### src/prc_pkg.sv
// Package for the polar/rectangular converter: widths, fixed-point constants,
// the work-word type shared by the front end, the queue and the CORDIC pipeline.
// No dependencies.
package prc_pkg;

    // Port widths
    localparam int DATA_WIDTH = 16;
    localparam int RES_W      = DATA_WIDTH + 1;
    localparam int ITERATIONS = 16;

    // Fixed-point layout
    localparam int GUARD      = 8;
    localparam int ANG_FRAC   = DATA_WIDTH - 3;
    localparam int ANG_SHIFT  = 30 - ANG_FRAC;
    localparam int GAIN_SHIFT = 30 - GUARD;
    localparam int OP_W       = DATA_WIDTH + 1;
    localparam int GAIN_W     = 31;
    localparam int PROD_W     = OP_W + GAIN_W;
    // x/y datapath: scaled operand plus CORDIC growth headroom
    localparam int XY_W       = PROD_W - GAIN_SHIFT;
    // Q30 angle with room for pi plus the atan sum and the reduction offsets
    localparam int Z_W        = 35;

    // Command codes
    localparam logic CMD_TO_POLAR = 1'b0;
    localparam logic CMD_TO_RECT  = 1'b1;

    // Angle constants, Q30 radians
    localparam longint PI_Q30_L      = 64'sd3373259426;
    localparam longint HALF_PI_Q30_L = 64'sd1686629713;
    localparam logic signed [Z_W-1:0] PI_Q30      = Z_W'(PI_Q30_L);
    localparam logic signed [Z_W-1:0] HALF_PI_Q30 = Z_W'(HALF_PI_Q30_L);

    // Same angles at the port scale (rounded)
    localparam longint PI_A_L  = (PI_Q30_L + (64'sd1 <<< (ANG_SHIFT - 1))) >>> ANG_SHIFT;
    localparam longint HPI_A_L = (HALF_PI_Q30_L + (64'sd1 <<< (ANG_SHIFT - 1))) >>> ANG_SHIFT;

    // CORDIC gain compensation, 0.6072529350 in Q30
    localparam logic signed [GAIN_W-1:0] GAIN_Q30 = GAIN_W'(64'sd652032874);

    // Decoupling queue between front end and pipeline (power of two)
    localparam int QUEUE_DEPTH = 4;
    localparam int QPTR_W      = $clog2(QUEUE_DEPTH);
    localparam int QCNT_W      = $clog2(QUEUE_DEPTH + 1);

    // Classified word, before gain scaling
    typedef struct packed {
        logic                   cmd;
        logic                   bypass;
        logic signed [OP_W-1:0] op_x;
        logic signed [OP_W-1:0] op_y;
        logic signed [Z_W-1:0]  z;
    } prc_front_t;

    // Work word carried through the queue and the CORDIC stages.
    // For bypass words x and y hold the final results.
    typedef struct packed {
        logic                   cmd;
        logic                   bypass;
        logic signed [XY_W-1:0] x;
        logic signed [XY_W-1:0] y;
        logic signed [Z_W-1:0]  z;
    } prc_work_t;

    // atan(2^-i) in Q30, rounded to nearest
    function automatic logic signed [Z_W-1:0] atan_q30(input int unsigned idx);
        logic signed [Z_W-1:0] v;
        case (idx)
            0:  v = Z_W'(64'sd843314857);
            1:  v = Z_W'(64'sd497837829);
            2:  v = Z_W'(64'sd263043837);
            3:  v = Z_W'(64'sd133525159);
            4:  v = Z_W'(64'sd67021687);
            5:  v = Z_W'(64'sd33543516);
            6:  v = Z_W'(64'sd16775851);
            7:  v = Z_W'(64'sd8388437);
            8:  v = Z_W'(64'sd4194283);
            9:  v = Z_W'(64'sd2097149);
            10: v = Z_W'(64'sd1048576);
            11: v = Z_W'(64'sd524288);
            12: v = Z_W'(64'sd262144);
            13: v = Z_W'(64'sd131072);
            14: v = Z_W'(64'sd65536);
            15: v = Z_W'(64'sd32768);
            16: v = Z_W'(64'sd16384);
            17: v = Z_W'(64'sd8192);
            18: v = Z_W'(64'sd4096);
            19: v = Z_W'(64'sd2048);
            20: v = Z_W'(64'sd1024);
            21: v = Z_W'(64'sd512);
            22: v = Z_W'(64'sd256);
            23: v = Z_W'(64'sd128);
            24: v = Z_W'(64'sd64);
            25: v = Z_W'(64'sd32);
            26: v = Z_W'(64'sd16);
            27: v = Z_W'(64'sd8);
            28: v = Z_W'(64'sd4);
            29: v = Z_W'(64'sd2);
            30: v = Z_W'(64'sd1);
            default: v = '0;
        endcase
        return v;
    endfunction

endpackage

### src/prc_queue.sv
// Short FIFO between the front end and the CORDIC pipeline, so that each
// side can stall on its own. Depends on prc_pkg.
module prc_queue (
    input  logic                clk,
    input  logic                rst_n,
    input  logic                push_valid,
    output logic                push_ready,
    input  prc_pkg::prc_work_t  push_data,
    output logic                pop_valid,
    input  logic                pop_ready,
    output prc_pkg::prc_work_t  pop_data
);
    import prc_pkg::*;

    prc_work_t           slot_reg [QUEUE_DEPTH];
    logic [QPTR_W-1:0]   wr_ptr_reg;
    logic [QPTR_W-1:0]   wr_ptr_next;
    logic [QPTR_W-1:0]   rd_ptr_reg;
    logic [QPTR_W-1:0]   rd_ptr_next;
    logic [QCNT_W-1:0]   count_reg;
    logic [QCNT_W-1:0]   count_next;
    logic                do_push;
    logic                do_pop;

    assign push_ready = (count_reg != QCNT_W'(QUEUE_DEPTH));
    assign pop_valid  = (count_reg != '0);
    assign pop_data   = slot_reg[rd_ptr_reg];
    assign do_push    = push_valid && push_ready;
    assign do_pop     = pop_valid && pop_ready;

    // Pointer and fill count update (pointers wrap at the power-of-two depth)
    always_comb
    begin
        wr_ptr_next = do_push ? wr_ptr_reg + 1'b1 : wr_ptr_reg;
        rd_ptr_next = do_pop ? rd_ptr_reg + 1'b1 : rd_ptr_reg;
        count_next  = count_reg;
        if (do_push && !do_pop)
        begin
            count_next = count_reg + 1'b1;
        end
        else if (do_pop && !do_push)
        begin
            count_next = count_reg - 1'b1;
        end
    end

    always_ff @(posedge clk or negedge rst_n)
    begin
        if (!rst_n)
        begin
            wr_ptr_reg <= '0;
            rd_ptr_reg <= '0;
            count_reg  <= '0;
        end
        else
        begin
            wr_ptr_reg <= wr_ptr_next;
            rd_ptr_reg <= rd_ptr_next;
            count_reg  <= count_next;
        end
    end

    // Storage
    always_ff @(posedge clk)
    begin
        if (do_push)
        begin
            slot_reg[wr_ptr_reg] <= push_data;
        end
    end

endmodule

### config.mk
export PLATFORM = sky130hd
export DESIGN_NAME = prc_queue
export DESIGN_NICKNAME = d
export VERILOG_FILES = /design/src/prc_pkg.sv /design/src/prc_queue.sv
export SDC_FILE = /design/constraint.sdc
export NUM_CORES = 1
export LEC_CHECK = 0
export BUFFER_PORTS_ARGS = -buffer_cell sky130_fd_sc_hd__buf_2
export CAP_MARGIN = 10
export CORE_UTILIZATION = 40
export CTS_CLUSTER_SIZE = 20
export DETAILED_ROUTE_END_ITERATION = 10
export SKIP_CTS_REPAIR_TIMING = 1
export SYNTH_ARGS = -nofsm -noshare
export SYNTH_HDL_FRONTEND = slang
export SYNTH_SLANG_ARGS = --single-unit
### constraint.sdc
create_clock -name clk -period 6.8 [get_ports clk]
set_clock_uncertainty 0.2 [all_clocks]
set_input_delay 0 -clock clk [delete_from_list [all_inputs] [get_ports clk]]
set_output_delay 0 -clock clk [all_outputs]
set_load 0.02 [all_outputs]
---- Yosys cells after proc, flatten, opt, wreduce, memory -nomap -nowiden ----
Memories as Yosys holds them, arrays and structs flattened.
Cells that the tools add are included.
storage, ports and cells
  bits in writable memories ............... 356
  memories kept ........................... 1
  output and inout bits ................... 91
  register bits ........................... 7
  word-level logic and storage cells ...... 21
operators by class
  mux-type cells .......................... 4
  reduce and logical (&&, ||, !) cells .... 8
  equal/unequal tests ..................... 1
  add/subtract/negate cells ............... 4
memories
  memory    words  width  read ports  clocked after Yosys merged registers in  write ports  RTL line         text
  slot_reg  4      89     1           0                                        1            prc_queue.sv:15  prc_work_t slot_reg [QUEUE_DEPTH];
operators with widths
  cell                 number
  $mux 3               2
  $add 2x1->2 const B  2
  $logic_and 1x1->1    4
  $add 3x1->3 const B  1
  $ne 3x3->1 const B   1
  $reduce_bool 3->1    1
  $sub 3x1->3 const B  1
  $logic_not 1->1      2
  $mux 1               2
  $reduce_bool 2->1    1

---- Logic depth before layout (Yosys ltp) ----
Gate-level depths: netlist (run 1).
  depth in word-level cells ............... 6
  gate-level depth with buffers ........... 8
  gate-level depth less buffers ........... 8

---- Worst setup path before layout (run 1) ----
OpenSTA, ideal clock, no wires.
  kind .................................... reg2reg
  start point ............................. reg count_reg[0]
  end point ............................... mem slot_reg[0][0] in the netlist's numbering, enable pin
  data required time ...................... 6.143 ns
  path slack .............................. 3.300 ns
  arrival time ............................ 2.842 ns
  cell stages (with the launch flop) ...... 4
  period minus slack after synthesis ...... 3.500 ns
  buffers on the path ..................... 0
  cell sequence ........................... dfrtp_1 nor2_1 a21boi_2 and2_1
on the way
  cells in the longest elaborated chain, start to end .. 4
RTL lines
  item                          RTL line         text
  from (decl)                   prc_queue.sv:20  logic [QCNT_W-1:0] count_reg;
  from (signal assigned)        prc_queue.sv:59  count_reg <= count_next;
  $ne 3x3->1                    prc_queue.sv:25  assign push_ready = (count_reg != QCNT_W'(QUEUE_DEPTH));
  $logic_and 1x1->1             prc_queue.sv:28  assign do_push = push_valid && push_ready;
  via do_push                   prc_queue.sv:22  logic do_push;
  $mux 1                        prc_queue.sv:66  if (do_push)
  $mux 1 (not written as such)  prc_queue.sv:68  slot_reg[wr_ptr_reg] <= push_data;
  to (decl)                     prc_queue.sv:15
The timed path passes the listed nets, and every way through them passes these cells.

==> results of run 1 <==
[stage by stage]
stage | total power [mW] | utilization [%]
after floorplan | 4.80 | -
after global placement | 5.37 | 44.7
after detailed placement | 5.42 | 44.7
after CTS | 7.45 | 48.5
after global routing | 7.71 | 51.3
final | 7.36 | 51.3
[worst max-delay path, cell delays in order, from the launching register on]
cell and delay (ps):
dfrtp_4 1090, buf_4 850, mux4_2 610, buf_2 180
[layer usage]
metal,wire length (µm),GRT usage [%],share of wire [%]
met1,10700,18.6,42
met2,12700,24.9,50
met3,1550,4.78,6.1
met4,509,4.07,2.0
met5,0,0,0
[worst max-delay path by stage]
stage | to | cells after the start | slack (ps) | from
floorplan | slot_reg[0][0] | 3 | 3300 | count_reg[0]
global placement | pop_data[87] | 3 | 3690 | rd_ptr_reg[0]
detailed placement | pop_data[87] | 3 | 3660 | rd_ptr_reg[0]
CTS | pop_data[87] | 3 | 3110 | rd_ptr_reg[0]
global route | pop_data[87] | 3 | 2980 | rd_ptr_reg[0]
finish | pop_data[54] | 3 | 3340 | rd_ptr_reg[0]
[cell usage in the layout, fill, tap and decap left out, drive strengths merged, types with 3 or more instances in the layout]
| cell type | instances |
|---|---|
| and2 | 4 |
| xnor2 | 4 |
| inv | 4 |
| edfxtp | 356 |
| dlygate4sd3 | 93 |
| bufinv | 3 |
| dfrtp | 7 |
| clkbuf | 49 |
| mux4 | 89 |
| ha | 5 |
| buf | 189 |
| clkinv | 15 |
[cell families after synthesis]
group / synth area share (%)
adder cells (fa/ha/maj): 0.619
buffers and inverters: 1.88
AO/OA/AOI/OAI: 0.0844
multiplexers: 15.2
flip-flops: 81.4
AND/OR/NAND/NOR: 0.385
XOR/XNOR: 0.394
[area by class of cell]
type,instances,area (µm²)
sequential,363,10900
inverter,3,11.3
tap,442,553
clock inverter,19,166
clock buffer,49,1060
timing repair buffer,282,1890
multi-input combinational,114,2230
fill,2615,15900
[power by group through the flow]
stage	sequential, mW	clock, mW	combinational, mW
6_report	3.21	2.01	2.15
5_1_grt	3.26	2.15	2.30
4_1_cts	3.23	2.07	2.16
3_5_place_dp	3.27	0	2.15
3_3_place_gp	3.24	0	2.13
2_1_floorplan	3.10	0	1.70
==> results by group, run 1 <==
Run status
  – Status: complete, no violations

Power and ir drop
  – Clock power share: roughly 27%
  – PwrDens: between 400 and 500 mW/mm²
  – Logic pwr share: 29.1%
  – Psw: around 2.3 mW
  – Max VDD drop: 300 µV
  – Pleak: 5.76 nW
  – Pint: roughly 5.1 mW
  – Sw frac: 31.0%
  – Sequential share of power: 43.6%

Drt
  – Routed WL: roughly 25 mm
  – Vias per cell: around 4.9
  – Iter 0 DRT Violations: just under 300
  – DRC: 0
  – 1st-pass router iterations: 4
  – DR WL/cell: 20.0 µm
  – Vias: 6,225
  – Antenna viol nets, final: 0

Floorplanning
  – Die footprint: ~0.034 mm²
  – Die Wd: approximately 180 µm
  – Core Box Area: approximately 0.033 mm²
  – Ports: 184
  – Starting Density: about two fifths
  – Row count: 66
  – Die height: between 150 and 200 µm

Yosys
  – Async S/R FF share, synth: between 1.5 and 2%
  – Seq/Total Area, Yosys: around 81%
  – Yosys top cell by area: edfxtp_1
  – Ys Warns: 0
  – Post-Syn Nets: about 600
  – Area share of the largest cell type after synthesis: 80.1%
  – Yosys cell types: 19
  – Mapped Cells: 500
  – Dominant synthesized flop cell: edfxtp_1
  – Synth Register Bits: roughly 360
  – Top cells by count, synth: 356 x edfxtp_1, 89 x mux4_2, 9 x buf_12, 9 x buf_2, 7 x dfrtp_1
  – EDFF count, synth: between 300 and 400
  – Syn avg cell area: roughly 27 µm²
  – Leading cell type by number of instances after synthesis: edfxtp_1
  – Largest cells by area after synthesis: edfxtp_1 80%, mux4_2 15%, buf_12 1.4%
  – Cell Area, Synth: 0.0133 mm²

Final layout
  – Final Non-Filler Cells: 1,272
  – Layout area overhead: 25.8%
  – Share of layout cells above drive strength 1: a little over 40%
  – Max reg flops: between 300 and 400
  – Ant diodes: 0
  – # nets final: 901
  – Design area: between 0.015 and 0.02 mm²

Clock tree
  – CTS root buf: clkbuf_16
  – CTS tree: done
  – Clock sink count: between 300 and 400
  – Max Buffers Root-to-Sink: 3
  – Total CTS buffers: 38
  – Worst-skew pair later-pin latency: just over 500 ps
  – Clock transition at path regs: approximately 60 ps
  – H-tree Lvls: 2

STA
  – Final worst path period share: between 50% and 60%
  – Hold Fails Final Rpt: 0
  – Setup tns final: 0 ps
  – # setup viols final: 0
  – Final Max Slew Viols: 0
  – FMAX: roughly 290 MHz
  – Final worst setup slack: 3340 ps
  – Minimum clock period: ~3500 ps
  – Worst slew margin: around 33%
  – Worst Tran Pin Value: 999 ps
  – Unrepaired setup endpoints after global routing: false
  – Hold_ws: between 40 and 50 ps

Global routing
  – Total grt overflow: 0
  – Largest net degree at the start of global routing: 56
  – GRT Util Overall: 14.9%
  – Vias in the first global route: around 6.4k
  – Initial antenna violation count: 0
  – First-pass GRT wire length: around 37 mm

Critical path
  – Critical R2R Launch: count_reg[0]
  – R2r setup slk: roughly 3900 ps
  – Startpoint types: register
  – Req. time, crit path: roughly 6600 ps
  – Critical path type: register to primary output
  – Worst R2R End: slot_reg[2][0]
  – CP Max Fanout: 48
  – Crit path DAT: 3260 ps
  – Reg2reg path depth: 4
  – CP Capture Type: primary output

Hold path
  – Worst Hold Launch: push_data[69]
  – Hold Path Sink: slot_reg[1][69]
  – Worst hold path class: primary input to register
  – Hold Crit Depth: 2

Place
  – Placed instance count: around 1.1k
  – RD Place Congestion: just under 0.7
  – Post-DP HPWL: roughly 14 mm
  – Pre-CTS WS: 3660 ps
  – Post-place instance area: 0.0146 mm²
  – Port Buffers: approximately 180

Flow run
  – Max cap viols: 0
Note: power is estimated with default switching activity, not from simulation.
==> inputs of run 2 (changes only) <==
==> constraint.sdc (replaced) <==
create_clock -name clk -period 3.1 [get_ports clk]
set_clock_uncertainty 0.2 [all_clocks]
set_input_delay 0 -clock clk [delete_from_list [all_inputs] [get_ports clk]]
set_output_delay 0 -clock clk [all_outputs]
set_load 0.02 [all_outputs]
==> run 2 against run 1 <==
Routed wire length decreased by 4.7%. Via count decreased by 0.45%. Critical path depth unchanged. Design area increased by 1.2%. Setup slack got worse by 2700 ps. Highest routed layer unchanged. Sequential power increased by 110%. Flip-flop and latch count unchanged.
==> results by group, run 2 (synthesis results as in run 1) <==
Place
  – Post-DP HPWL: ~14 mm
  – Port Buffers: approximately 180
  – Post-place instance area: roughly 0.015 mm²
  – Placed instance count: 1,113
  – RD Place Congestion: slightly above 0.7

Power and ir drop
  – Max VDD drop: approximately 730 µV
  – PwrDens: 972 mW/mm²
  – Pleak: 5.84 nW

STA
  – Setup tns final: 0 ps
  – Worst slew margin: between 60% and 70%
  – # setup viols final: 0
  – Hold_ws: a little over 50 ps
  – Final worst path period share: 78.0%
  – Final Max Slew Viols: 0
  – Worst Tran Pin Value: 577 ps
  – Unrepaired setup endpoints after global routing: false
  – FMAX: slightly above 400 MHz
  – Hold Fails Final Rpt: 0
  – Minimum clock period: between 2000 and 2500 ps

Global routing
  – GRT Util Overall: ~14%
  – Vias in the first global route: around 6.4k
  – Initial antenna violation count: 1
  – Total grt overflow: 0
  – First-pass GRT wire length: between 30 and 40 mm
  – Largest net degree at the start of global routing: 86

Final layout
  – Layout area overhead: 27.3%
  – Design area: approximately 0.017 mm²
  – Fin util: approximately 52%
  – Max reg flops: around 360
  – Share of layout cells above drive strength 1: 41.3%
  – Commonest non-fill, non-tap cell in the layout: edfxtp_1
  – Final Non-Filler Cells: roughly 1.3k
  – Fillers: between 2k and 3k
  – # nets final: 903
  – Most frequent cells in the layout: 356 x edfxtp_1, 183 x buf_2, 93 x dlygate4sd3_1

Drt
  – DRC: 0
  – Iter 0 DRT Violations: ~330
  – 1st-pass router iterations: 4
  – Vias per cell: 4.86
  – Vias: roughly 6.2k
  – Antenna viol nets, final: 0
  – Routed WL: about 24 mm
  – DR WL/cell: around 19 µm

Hold path
  – Hold Crit Depth: 2
  – Worst hold path class: primary input to register

Floorplanning
  – Die Wd: roughly 180 µm
  – Ports: 184
  – Die footprint: 0.0341 mm²
  – Starting Density: between 40% and 50%
  – Die height: between 150 and 200 µm
  – Row count: 66
  – Core Box Area: around 0.033 mm²

Clock tree
  – Clock transition at path regs: 60 ps
  – Clock sink count: about 360
  – H-tree Lvls: 2
  – Total CTS buffers: 38
  – Worst-skew pair later-pin latency: roughly 510 ps
  – CTS tree: done
  – CTS root buf: clkbuf_16
  – Max Buffers Root-to-Sink: 3

Critical path
  – Startpoint types: register
  – Req. time, crit path: about 2900 ps
  – Critical path type: register to primary output
  – CP Capture Type: primary output
  – Largest stage delay, worst path: 590 ps
  – Slowest stage cell, crit path: mux4_2
  – CP Max Fanout: 44
  – CP cell instances: buf_12 > mux4_2 > buf_2
  – Crit path DAT: 2220 ps
  – Reg2reg path depth: 8

Flow run
  – Max cap viols: 0

Run status
  – Status: complete, no violations
run 2: changes by cell type in the layout (fill, tap and decap cells not counted), moves of 2 or more:
cell / delta
buf_12: +7
clkbuf_1: -5
bufinv_16: +5
clkinvlp_4: +2
clkbuf_16: -2
buf_4: -5
run 2: through the flow:
stage	power [mW]	worst slack, ps
finish	16.5	681
global route	17.3	565
CTS	16.7	617
detailed placement	12.0	731
global placement	11.8	864
floorplan	10.5	576
run 2: worst paths after layout:
kind | startpoint | endpoint | slack [ps]
setup / recovery | rd_ptr_reg[0] | pop_data[32] | 680
hold / removal | push_data[5] | slot_reg[2][5] | 50
setup reg to reg | count_reg[1] | count_reg[2] | 750
hold reg to reg | count_reg[2] | count_reg[2] | 340
max in group asynchronous | rst_n | rd_ptr_reg[1] | 2170
min in group asynchronous | rst_n | wr_ptr_reg[0] | 250
run 2: power breakdown:
group	internal, mW	leakage, nW	total [mW]	switching, mW
clock network	2.96	0.637	4.71	1.75
registers	6.49	3.34	6.84	0.345
logic	2.09	1.86	4.96	2.87
total	11.5	5.84	16.5	4.97
run 2: worst max-delay path: cells and delay by family (launching register included):
kind	cells	cell delay (ps)
multiplexers	1	590
flip-flops	1	540
buffers and inverters	2	530
run 2: area by class of cell:
cell class | instances | area, µm² | share of cell area, %
flip-flops and latches | 363 | 10900 | 64.0
multi-input cells | 114 | 2230 | 13.2
repair buffers | 284 | 1990 | 11.7
clock buffers | 42 | 987 | 5.81
well taps | 442 | 553 | 3.26
clock inverters | 26 | 327 | 1.92
inverters | 3 | 11.3 | 0.0663
diodes | 1 | 2.50 | 0.0147
run 2: per-layer routing:
| layer | global-route usage (%) | share of wire [%] |
|---|---|---|
| met5 | 0 | 0 |
| met4 | 3.64 | 1.8 |
| met3 | 4.52 | 6.3 |
| met2 | 24.2 | 51 |
| met1 | 16.8 | 40 |
