`src/prc_pkg.sv`:
```
// Package for the polar/rectangular converter: widths, fixed-point constants,
// the work-word type shared by the front end, the queue and the CORDIC pipeline.
// No dependencies.
package prc_pkg;

    // Port widths
    localparam int DATA_WIDTH = 16;
    localparam int RES_W      = DATA_WIDTH + 1;
    localparam int ITERATIONS = 16;

    // Fixed-point layout
    localparam int GUARD      = 8;
    localparam int ANG_FRAC   = DATA_WIDTH - 3;
    localparam int ANG_SHIFT  = 30 - ANG_FRAC;
    localparam int GAIN_SHIFT = 30 - GUARD;
    localparam int OP_W       = DATA_WIDTH + 1;
    localparam int GAIN_W     = 31;
    localparam int PROD_W     = OP_W + GAIN_W;
    // x/y datapath: scaled operand plus CORDIC growth headroom
    localparam int XY_W       = PROD_W - GAIN_SHIFT;
    // Q30 angle with room for pi plus the atan sum and the reduction offsets
    localparam int Z_W        = 35;

    // Command codes
    localparam logic CMD_TO_POLAR = 1'b0;
    localparam logic CMD_TO_RECT  = 1'b1;

    // Angle constants, Q30 radians
    localparam longint PI_Q30_L      = 64'sd3373259426;
    localparam longint HALF_PI_Q30_L = 64'sd1686629713;
    localparam logic signed [Z_W-1:0] PI_Q30      = Z_W'(PI_Q30_L);
    localparam logic signed [Z_W-1:0] HALF_PI_Q30 = Z_W'(HALF_PI_Q30_L);

    // Same angles at the port scale (rounded)
    localparam longint PI_A_L  = (PI_Q30_L + (64'sd1 <<< (ANG_SHIFT - 1))) >>> ANG_SHIFT;
    localparam longint HPI_A_L = (HALF_PI_Q30_L + (64'sd1 <<< (ANG_SHIFT - 1))) >>> ANG_SHIFT;

    // CORDIC gain compensation, 0.6072529350 in Q30
    localparam logic signed [GAIN_W-1:0] GAIN_Q30 = GAIN_W'(64'sd652032874);

    // Decoupling queue between front end and pipeline (power of two)
    localparam int QUEUE_DEPTH = 4;
    localparam int QPTR_W      = $clog2(QUEUE_DEPTH);
    localparam int QCNT_W      = $clog2(QUEUE_DEPTH + 1);

    // Classified word, before gain scaling
    typedef struct packed {
        logic                   cmd;
        logic                   bypass;
        logic signed [OP_W-1:0] op_x;
        logic signed [OP_W-1:0] op_y;
        logic signed [Z_W-1:0]  z;
    } prc_front_t;

    // Work word carried through the queue and the CORDIC stages.
    // For bypass words x and y hold the final results.
    typedef struct packed {
        logic                   cmd;
        logic                   bypass;
        logic signed [XY_W-1:0] x;
        logic signed [XY_W-1:0] y;
        logic signed [Z_W-1:0]  z;
    } prc_work_t;

    // atan(2^-i) in Q30, rounded to nearest
    function automatic logic signed [Z_W-1:0] atan_q30(input int unsigned idx);
        logic signed [Z_W-1:0] v;
        case (idx)
            0:  v = Z_W'(64'sd843314857);
            1:  v = Z_W'(64'sd497837829);
            2:  v = Z_W'(64'sd263043837);
            3:  v = Z_W'(64'sd133525159);
            4:  v = Z_W'(64'sd67021687);
            5:  v = Z_W'(64'sd33543516);
            6:  v = Z_W'(64'sd16775851);
            7:  v = Z_W'(64'sd8388437);
            8:  v = Z_W'(64'sd4194283);
            9:  v = Z_W'(64'sd2097149);
            10: v = Z_W'(64'sd1048576);
            11: v = Z_W'(64'sd524288);
            12: v = Z_W'(64'sd262144);
            13: v = Z_W'(64'sd131072);
            14: v = Z_W'(64'sd65536);
            15: v = Z_W'(64'sd32768);
            16: v = Z_W'(64'sd16384);
            17: v = Z_W'(64'sd8192);
            18: v = Z_W'(64'sd4096);
            19: v = Z_W'(64'sd2048);
            20: v = Z_W'(64'sd1024);
            21: v = Z_W'(64'sd512);
            22: v = Z_W'(64'sd256);
            23: v = Z_W'(64'sd128);
            24: v = Z_W'(64'sd64);
            25: v = Z_W'(64'sd32);
            26: v = Z_W'(64'sd16);
            27: v = Z_W'(64'sd8);
            28: v = Z_W'(64'sd4);
            29: v = Z_W'(64'sd2);
            30: v = Z_W'(64'sd1);
            default: v = '0;
        endcase
        return v;
    endfunction

endpackage

```
`src/prc_if.sv`:
```
// Valid/ready channel interfaces of the polar/rectangular converter:
// the request channel and the response channel.
// Depends on prc_pkg.
interface prc_req_if;
    import prc_pkg::*;

    logic                         valid;
    logic                         ready;
    logic                         cmd;
    logic signed [DATA_WIDTH-1:0] first_operand;
    logic signed [DATA_WIDTH-1:0] second_operand;

    modport source (output valid, output cmd, output first_operand,
                    output second_operand, input ready);
    modport sink   (input valid, input cmd, input first_operand,
                    input second_operand, output ready);
endinterface


```
`src/prc_front.sv`:
```
// Front end: accepts request words, resolves special cases, folds the
// operands into the CORDIC range and applies the gain compensation.
// Depends on prc_pkg and prc_if.
module prc_front (
    input  logic                clk,
    input  logic                rst_n,
    prc_req_if.sink             request,
    output logic                push_valid,
    input  logic                push_ready,
    output prc_pkg::prc_work_t  push_data
);
    import prc_pkg::*;

    // Angle reduction constants (Q30)
    localparam longint TWO_PI_L = 2 * PI_Q30_L;
    localparam logic signed [Z_W-1:0] TH_GT_HI = Z_W'(HALF_PI_Q30_L + TWO_PI_L);
    localparam logic signed [Z_W-1:0] TH_GT_LO = Z_W'(HALF_PI_Q30_L - TWO_PI_L);
    localparam logic signed [Z_W-1:0] TH_LT_HI = Z_W'(-HALF_PI_Q30_L + TWO_PI_L);
    localparam logic signed [Z_W-1:0] TH_LT_LO = Z_W'(-HALF_PI_Q30_L - TWO_PI_L);
    localparam logic signed [Z_W-1:0] NEG_PI   = Z_W'(-PI_Q30_L);
    localparam logic signed [Z_W-1:0] NEG_HPI  = Z_W'(-HALF_PI_Q30_L);
    localparam logic signed [Z_W-1:0] OFF_M3PI = Z_W'(-3 * PI_Q30_L);
    localparam logic signed [Z_W-1:0] OFF_M2PI = Z_W'(-TWO_PI_L);
    localparam logic signed [Z_W-1:0] OFF_P2PI = Z_W'(TWO_PI_L);
    localparam logic signed [Z_W-1:0] OFF_P3PI = Z_W'(3 * PI_Q30_L);

    // Port-scale angles for the special cases
    localparam logic signed [OP_W-1:0] PI_A_OP      = OP_W'(PI_A_L);
    localparam logic signed [OP_W-1:0] HPI_A_OP     = OP_W'(HPI_A_L);
    localparam logic signed [OP_W-1:0] NEG_HPI_A_OP = OP_W'(-HPI_A_L);

    // Rounding constant for the gain product
    localparam logic signed [PROD_W-1:0] GAIN_RND = PROD_W'(64'sd1 <<< (GAIN_SHIFT - 1));

    logic signed [OP_W-1:0] a_ext;
    logic signed [OP_W-1:0] b_ext;
    logic signed [Z_W-1:0]  b_ang;
    logic                   a_zero;
    logic                   b_zero;
    logic                   a_neg;
    logic                   b_neg;
    logic                   red_hi;
    logic                   red_lo;
    logic                   fold_gt;
    logic                   fold_lt;
    logic signed [Z_W-1:0]  th_gt;
    logic signed [Z_W-1:0]  th_lt;
    logic signed [Z_W-1:0]  ang_off;

    prc_front_t             fr_next;
    prc_front_t             fr_reg;
    logic                   fr_valid_reg;
    logic                   fr_valid_next;

    logic signed [OP_W-1:0]   op_x_s;
    logic signed [OP_W-1:0]   op_y_s;
    logic signed [PROD_W-1:0] prod_x;
    logic signed [PROD_W-1:0] prod_y;
    logic signed [PROD_W-1:0] sum_x;
    logic signed [PROD_W-1:0] sum_y;

    // Operand views
    assign a_ext  = OP_W'(request.first_operand);
    assign b_ext  = OP_W'(request.second_operand);
    assign b_ang  = Z_W'(request.second_operand) <<< ANG_SHIFT;
    assign a_zero = (request.first_operand == '0);
    assign b_zero = (request.second_operand == '0);
    assign a_neg  = request.first_operand[DATA_WIDTH-1];
    assign b_neg  = request.second_operand[DATA_WIDTH-1];

    // Input angle: wrap by 2pi, then fold into [-pi/2, pi/2] (all compares in parallel)
    assign red_hi  = (b_ang > PI_Q30);
    assign red_lo  = (b_ang < NEG_PI);
    assign th_gt   = red_hi ? TH_GT_HI : (red_lo ? TH_GT_LO : HALF_PI_Q30);
    assign th_lt   = red_hi ? TH_LT_HI : (red_lo ? TH_LT_LO : NEG_HPI);
    assign fold_gt = (b_ang > th_gt);
    assign fold_lt = !fold_gt && (b_ang < th_lt);

    always_comb
    begin
        if (red_hi)
        begin
            ang_off = fold_gt ? OFF_M3PI : (fold_lt ? NEG_PI : OFF_M2PI);
        end
        else if (red_lo)
        begin
            ang_off = fold_gt ? PI_Q30 : (fold_lt ? OFF_P3PI : OFF_P2PI);
        end
        else
        begin
            ang_off = fold_gt ? NEG_PI : (fold_lt ? PI_Q30 : '0);
        end
    end

    // Classification
    always_comb
    begin
        fr_next        = '0;
        fr_next.cmd    = request.cmd;
        if (request.cmd == CMD_TO_POLAR)
        begin
            if (a_zero && b_zero)
            begin
                fr_next.bypass = 1'b1;
            end
            else if (a_zero)
            begin
                // on the y axis
                fr_next.bypass = 1'b1;
                fr_next.op_x   = b_neg ? -b_ext : b_ext;
                fr_next.op_y   = b_neg ? NEG_HPI_A_OP : HPI_A_OP;
            end
            else if (b_zero)
            begin
                // on the x axis
                fr_next.bypass = 1'b1;
                fr_next.op_x   = a_neg ? -a_ext : a_ext;
                fr_next.op_y   = a_neg ? PI_A_OP : '0;
            end
            else if (a_neg)
            begin
                // left half plane: turn by 180 degrees, start at +-pi
                fr_next.op_x = -a_ext;
                fr_next.op_y = -b_ext;
                fr_next.z    = b_neg ? NEG_PI : PI_Q30;
            end
            else
            begin
                fr_next.op_x = a_ext;
                fr_next.op_y = b_ext;
            end
        end
        else
        begin
            // rotation: folded angle flips the magnitude
            fr_next.op_x = (fold_gt || fold_lt) ? -a_ext : a_ext;
            fr_next.z    = b_ang + ang_off;
        end
    end

    // Front register handshake
    assign request.ready = !fr_valid_reg || push_ready;

    always_comb
    begin
        fr_valid_next = fr_valid_reg;
        if (request.ready)
        begin
            fr_valid_next = request.valid;
        end
    end

    always_ff @(posedge clk or negedge rst_n)
    begin
        if (!rst_n)
        begin
            fr_valid_reg <= 1'b0;
        end
        else
        begin
            fr_valid_reg <= fr_valid_next;
        end
    end

    always_ff @(posedge clk)
    begin
        if (request.ready && request.valid)
        begin
            fr_reg <= fr_next;
        end
    end

    // Gain compensation: round(v * K / 2^(30-G))
    assign op_x_s = fr_reg.op_x;
    assign op_y_s = fr_reg.op_y;
    assign prod_x = op_x_s * GAIN_Q30;
    assign prod_y = op_y_s * GAIN_Q30;
    assign sum_x  = prod_x + GAIN_RND;
    assign sum_y  = prod_y + GAIN_RND;

    always_comb
    begin
        push_data.cmd    = fr_reg.cmd;
        push_data.bypass = fr_reg.bypass;
        push_data.z      = fr_reg.z;
        if (fr_reg.bypass)
        begin
            push_data.x = XY_W'(op_x_s);
            push_data.y = XY_W'(op_y_s);
        end
        else
        begin
            push_data.x = sum_x[PROD_W-1 -: XY_W];
            push_data.y = sum_y[PROD_W-1 -: XY_W];
        end
    end

    assign push_valid = fr_valid_reg;

endmodule

```
`src/flat_wrapper.sv`:
```
// flat-port wrapper written by rule: the top's interface ports become plain ports
module prc_front_flat import prc_pkg::*;
  (clk, rst_n, push_valid, push_ready, push_data, request_valid, request_cmd, request_first_operand, request_second_operand, request_ready);
  prc_req_if request_i ();
  input  logic clk;
  input  logic rst_n;
  output logic push_valid;
  input  logic push_ready;
  output prc_pkg::prc_work_t push_data;
  input wire logic [$bits(request_i.valid)-1:0] request_valid;
  input wire logic [$bits(request_i.cmd)-1:0] request_cmd;
  input wire logic [$bits(request_i.first_operand)-1:0] request_first_operand;
  input wire logic [$bits(request_i.second_operand)-1:0] request_second_operand;
  output wire logic [$bits(request_i.ready)-1:0] request_ready;
  assign request_i.valid = request_valid;
  assign request_i.cmd = request_cmd;
  assign request_i.first_operand = request_first_operand;
  assign request_i.second_operand = request_second_operand;
  assign request_ready = request_i.ready;
  prc_front u_core (.clk(clk), .rst_n(rst_n), .request(request_i), .push_valid(push_valid), .push_ready(push_ready), .push_data(push_data));
endmodule
```
`config.mk`:
```
export PLATFORM = sky130hd
export DESIGN_NAME = prc_front_flat
export DESIGN_NICKNAME = d
export VERILOG_FILES = /design/src/prc_pkg.sv /design/src/prc_if.sv /design/src/prc_front.sv /design/src/flat_wrapper.sv
export SDC_FILE = /design/constraint.sdc
export NUM_CORES = 1
export LEC_CHECK = 0
export BUFFER_PORTS_ARGS = -buffer_cell sky130_fd_sc_hd__buf_4
export CAP_MARGIN = 20
export CORE_MARGIN = 2
export CORE_UTILIZATION = 45
export CTS_BUF_LIST = sky130_fd_sc_hd__clkbuf_8 sky130_fd_sc_hd__clkbuf_16
export DETAILED_ROUTE_END_ITERATION = 8
export GPL_TIMING_DRIVEN = 0
export SLEW_MARGIN = 40
export SYNTH_ARGS = -nofsm -noshare
export SYNTH_HDL_FRONTEND = slang
export SYNTH_SLANG_ARGS = --single-unit
```
`constraint.sdc`:
```
create_clock -name clk -period 13.4 [get_ports clk]
set_input_delay 2.01 -clock clk [delete_from_list [all_inputs] [get_ports clk]]
set_output_delay 2.01 -clock clk [all_outputs]
set_load 0.02 [all_outputs]
```
## Word level (Yosys, flattened, before mapping)

Cells that the tools add are included.

- Logic and storage cells: 57
- Register bits after elaboration: 72
- Input bits: 37

- Reduce and logical (&&, ||, !) cells: 10
- Muxes and demuxes: 30
- $mul: 2
- Add/subtract/negate cells: 5
- $lt $le $gt $ge: 4

Operators by type and width:

| cell | count |
|---|---|
| two-way mux 35 bit | 14 |
| two-way mux 34 bit | 3 |
| adder 48 x 23 -> 48 bit, second input constant | 2 |
| multiplier 17 x 30 -> 47 bit, second input constant | 2 |
| two-way mux 17 bit | 5 |
| two-way mux 69 bit | 1 |
| two-way mux 33 bit | 2 |
| two-way mux 52 bit | 1 |
| adder 33 x 35 -> 35 bit | 1 |
| greater-than comparator 33 x 35 -> 1 bit | 1 |
| < comparator 33 x 35 -> 1 bit | 1 |
| negation 16 -> 17 bit | 2 |
| greater-than comparator 33 bit, second input constant | 1 |
| < comparator 33 bit, second input constant | 1 |
| logical NOT 16 bit | 2 |
| two-way mux 32 bit | 1 |
| two-way mux 15 bit | 1 |
| logical AND 1 bit | 3 |
| logical NOT 1 bit | 2 |
| logical OR 1 bit | 2 |
| two-way mux 1 bit | 2 |
| OR reduction 2 bit | 1 |

## Logic depth before layout (Yosys ltp)

- Depth after elaboration: 12
- Mapped depth: 35

## Worst setup path after synthesis

OpenSTA, ideal clock, no wires.

- Path type: register to output
- From: register u_core.fr_reg, in the netlist u_core.op_x_s[8]
- To: output port push_data[86] (netlist name)
- Stages on the path, launching flop included: 23
- Buffers on the path: 0
- Arrival time: 7.767 ns
- Slack: 3.623 ns
- Data required time: 11.390 ns
- Cell sequence: edfxtp_1 -> fa_1 -> inv_1 -> fa_1 -> fa_1 -> inv_1 -> fa_1 -> fa_1 -> inv_1 -> fa_1 -> inv_1 -> ha_1 -> nand4_1 -> nor3_1 -> a2111oi_0 -> o211ai_1 -> nand2_1 -> xor2_1 -> nor4b_1 -> nand3_1 -> nor4_2 -> mux2_2 -> o311ai_0

RTL lines:

| what | line | RTL |
|---|---|---|
| from (decl) | prc_front.sv:51 | `prc_front_t fr_reg;` |
| from (signal assigned) | prc_front.sv:169 | `fr_reg <= fr_next;` |
| to (decl) | flat_wrapper.sv:9 | `output prc_pkg::prc_work_t push_data;` |

==> metrics.md <==
| Metric | Value |
|---|---|
| Outcome | finished clean |
| Final WL | 72000 um |
| WP data required | 11.39 ns |
| Yosys top cell area share | 30.7% |
| Worst setup SP type | flop |
| Drt first pass iters | 5 |
| Initial Utilization | 45.5% |
| Largest net degree at the start of global routing | 42 |
| Setup bufs post-CTS | 0 |
| Area leader, netlist | fa_1 |
| Post-synth ARST share | 1.56% |
| Max Root-Sink Buffers | 2 |
| CP arrival | 9.56 ns |
| Input/output buffers | 125 |
| Hold Vio Cnt, Final | 0 |
| Net count reported at finish | 3692 |
| Layout overhead on the synthesized area | 8.83% |
| Hold-fix buffers, CTS | 0 |
| Inserted Clock Buffers | 9 |
| RD Place Congestion | 0.954 |
| Clk_lat worst skew | 0.34 ns |
| Setup TNS | 0 ns |
| Synth area leaders | fa_1 (31%), ha_1 (20%), inv_1 (9.3%) |
| Worst hold path depth | 2 |
| Full die area | 56300 um^2 |
| Top Family by Delay on Critical Path | adder cells |
| Filler cell count | 5185 |
| RSZ-0062 raised after global routing | false |
| Vias per inst | 5.55 |
| DR iter-0 viols | 1127 |
| Yosys warns | 0 |
| DIE HEIGHT | 237 um |
| Critical path class | reg -> out |
| Via Count | 20000 |
| Net Count, Synth | 3555 |
| CTS tree | yes |
| Max-Cap Viols | 0 |
| Count of different cell masters after synthesis | 96 |
| Max FO, Critical Path | 7 |
| Post_cts resized | 0 |
| CP dominant cell by count | fa_1 |
| Top cells by count, synth | inv_1 (608), ha_1 (386), fa_1 (375) |
| Min-delay worst type | reg -> reg |
| Max Fclk | 86.4 MHz |
| Total gr overflow | 0 |
| Clock-pin slew on the worst setup and hold paths | 0.06 ns |
| Placeable core area | 53800 um^2 |
| Avg Cell Area, Syn | 8.88 um^2 |
| H-tree levels | 3 |
| Max incr delay on CP | 0.68 ns |
| IO Count | 128 |
| Root Driver | clkbuf_16 |
| First-pass GRT wire length | 113000 um |
| Max Transition Viols Final | 0 |
| Setup ws final | 1.83 ns |
| Vias in the first global route | 20400 |
| Slew HR | 39.4% |
| Sequential element share of the synthesized area | 7.83% |
| Most common cell in the synthesized netlist | inv_1 |
| Min Tclk post-route | 11.57 ns |
| # setup viols final | 0 |
| Die W | 237 um |
| Critical path depth | 23 |
| Drt wl/cell | 20.0 um |
| Dpl hpwl | 63200 um |
| Slowest stage cell, crit path | edfxtp_1 |
| Critical Path, Cell by Cell | ha_1 > inv_1 > fa_1 > inv_1 > fa_1 > fa_1 > inv_1 > fa_1 > inv_1 > fa_1 > ha_1 > a211oi_1 > o21ai_0 > a2111oi_0 > o211ai_1 > nand2_1 > xor2_1 > nor4b_1 > nand3_1 > nor4_2 > mux2_2 > o311ai_0 > buf_4 |
| Dominant synthesized flop cell | edfxtp_1 |
| Worst setup EP type | output port |
| FF+latch count, synth | 64 |
| Mapped Area | 24500 um^2 |
| Clock Sink Count | 64 |
| Post-Syn Instances | 2757 |
| Worst r2r path cells | 3 |
| Initial antenna violation count | 1 |
| Skew final | 0.00262 ns |
| FP Rows | 85 |
| Tcrit/Tclk final | 86.3% |
| Worst-Margin Slew | 0.908 ns |
| Worst hold slack | 0.554 ns |
| Critical path buffers and inverters | 5 |
| Residual DRC count | 0 |
| EDFF count, synth | 63 |
| Layout cells sized above 1 | 7.28% |
| Pre-CTS WS | 2.38 ns |
| GRT Util Overall | 25.8% |
| ANT nets after route | 0 |
==> worst reg2reg max path, cell delays in order, from the launching register on <==
cell and delay, ns:
dfrtp_1 0.38, nand2b_1 0.12, and2_4 0.36, buf_12 0.28
==> placed cells by master (no fill, tap or decap), drive strengths merged, types with 18 or more instances in the layout <==
| cell type | netlist | layout |
|---|---|---|
| inv | 609 | 610 |
| ha | 386 | 386 |
| fa | 375 | 375 |
| nand2 | 189 | 189 |
| o21ai | 142 | 142 |
| buf | 15 | 141 |
| a21oi | 121 | 121 |
| nor2 | 93 | 93 |
| clkbuf | 65 | 74 |
| xnor2 | 69 | 69 |
| edfxtp | 63 | 63 |
| xor2 | 60 | 60 |
| a21o | 58 | 58 |
| nor3 | 45 | 45 |
| nand3 | 43 | 43 |
| or3 | 34 | 34 |
| nand4 | 29 | 29 |
| o21a | 24 | 24 |
| and2 | 21 | 21 |
| nand2b | 19 | 19 |
| a211oi | 18 | 18 |
==> final cells by class <==
type	count	area (um^2)	area share, %
Clock inverter	7	95.1	0.357
Multi-Input combinational cell	2002	19900	74.8
Inverter	611	2290	8.61
Antenna cell	1	2.50	0.00939
Buffer	80	343	1.29
Sequential cell	64	1920	7.19
Timing Repair Buffer	126	958	3.60
Tap cell	696	871	3.27
Clock buffer	9	225	0.845
==> cell families after synthesis <==
kind of cell             synth area share, %
AND/OR/NAND/NOR                         12.0
XOR/XNOR                                4.62
other                                 0.0153
AO/OA/AOI/OAI                           13.6
flip-flops                              7.83
multiplexers                           0.762
buffers and inverters                   10.8
adder cells (fa/ha/maj)                 50.4
==> per-layer routing <==
layer	track usage (%)	wire (um)	part of all wire [%]	vias up
li1	-	-	-	9389
met1	35.0	31700	44	9919
met2	43.8	34900	48	556
met3	3.21	3730	5.2	92
met4	6.14	1750	2.4	2
met5	0	13	0.018	-
==> stage by stage <==
stage	instances	util (%)	instance area [um^2]
floorplan	2757	-	24500
global route	3595	49.5	26600
finish	3596	49.5	26600
CTS	3595	49.5	26600
global placement	3578	48.9	26300
detailed placement	3579	48.9	26300
==> flip-flops by register name, summed over array words and instances, names as in the netlist <==
signal             cells
u_core.push_data      29
u_core.op_y_s         17
u_core.op_x_s         17
u_core.push_valid      1
==> worst paths after layout <==
check,startpoint,to,slack (ns)
min,u_core.push_valid$_DFFE_PN0N_,u_core.push_valid$_DFFE_PN0N_,0.55
max reg2reg,u_core.push_valid$_DFFE_PN0N_,u_core.op_x_s[1]$_DFFE_PP_,11.92
min reg2reg,u_core.push_valid$_DFFE_PN0N_,u_core.push_valid$_DFFE_PN0N_,0.55
max in group asynchronous,rst_n,u_core.push_valid$_DFFE_PN0N_,11.89
min in group asynchronous,rst_n,u_core.push_valid$_DFFE_PN0N_,1.43
max,u_core.op_x_s[11]$_DFFE_PP_,push_data[86],1.83
Power is not shown: default switching activity piles up to over one toggle a cycle in this logic, so the estimate is an artifact.
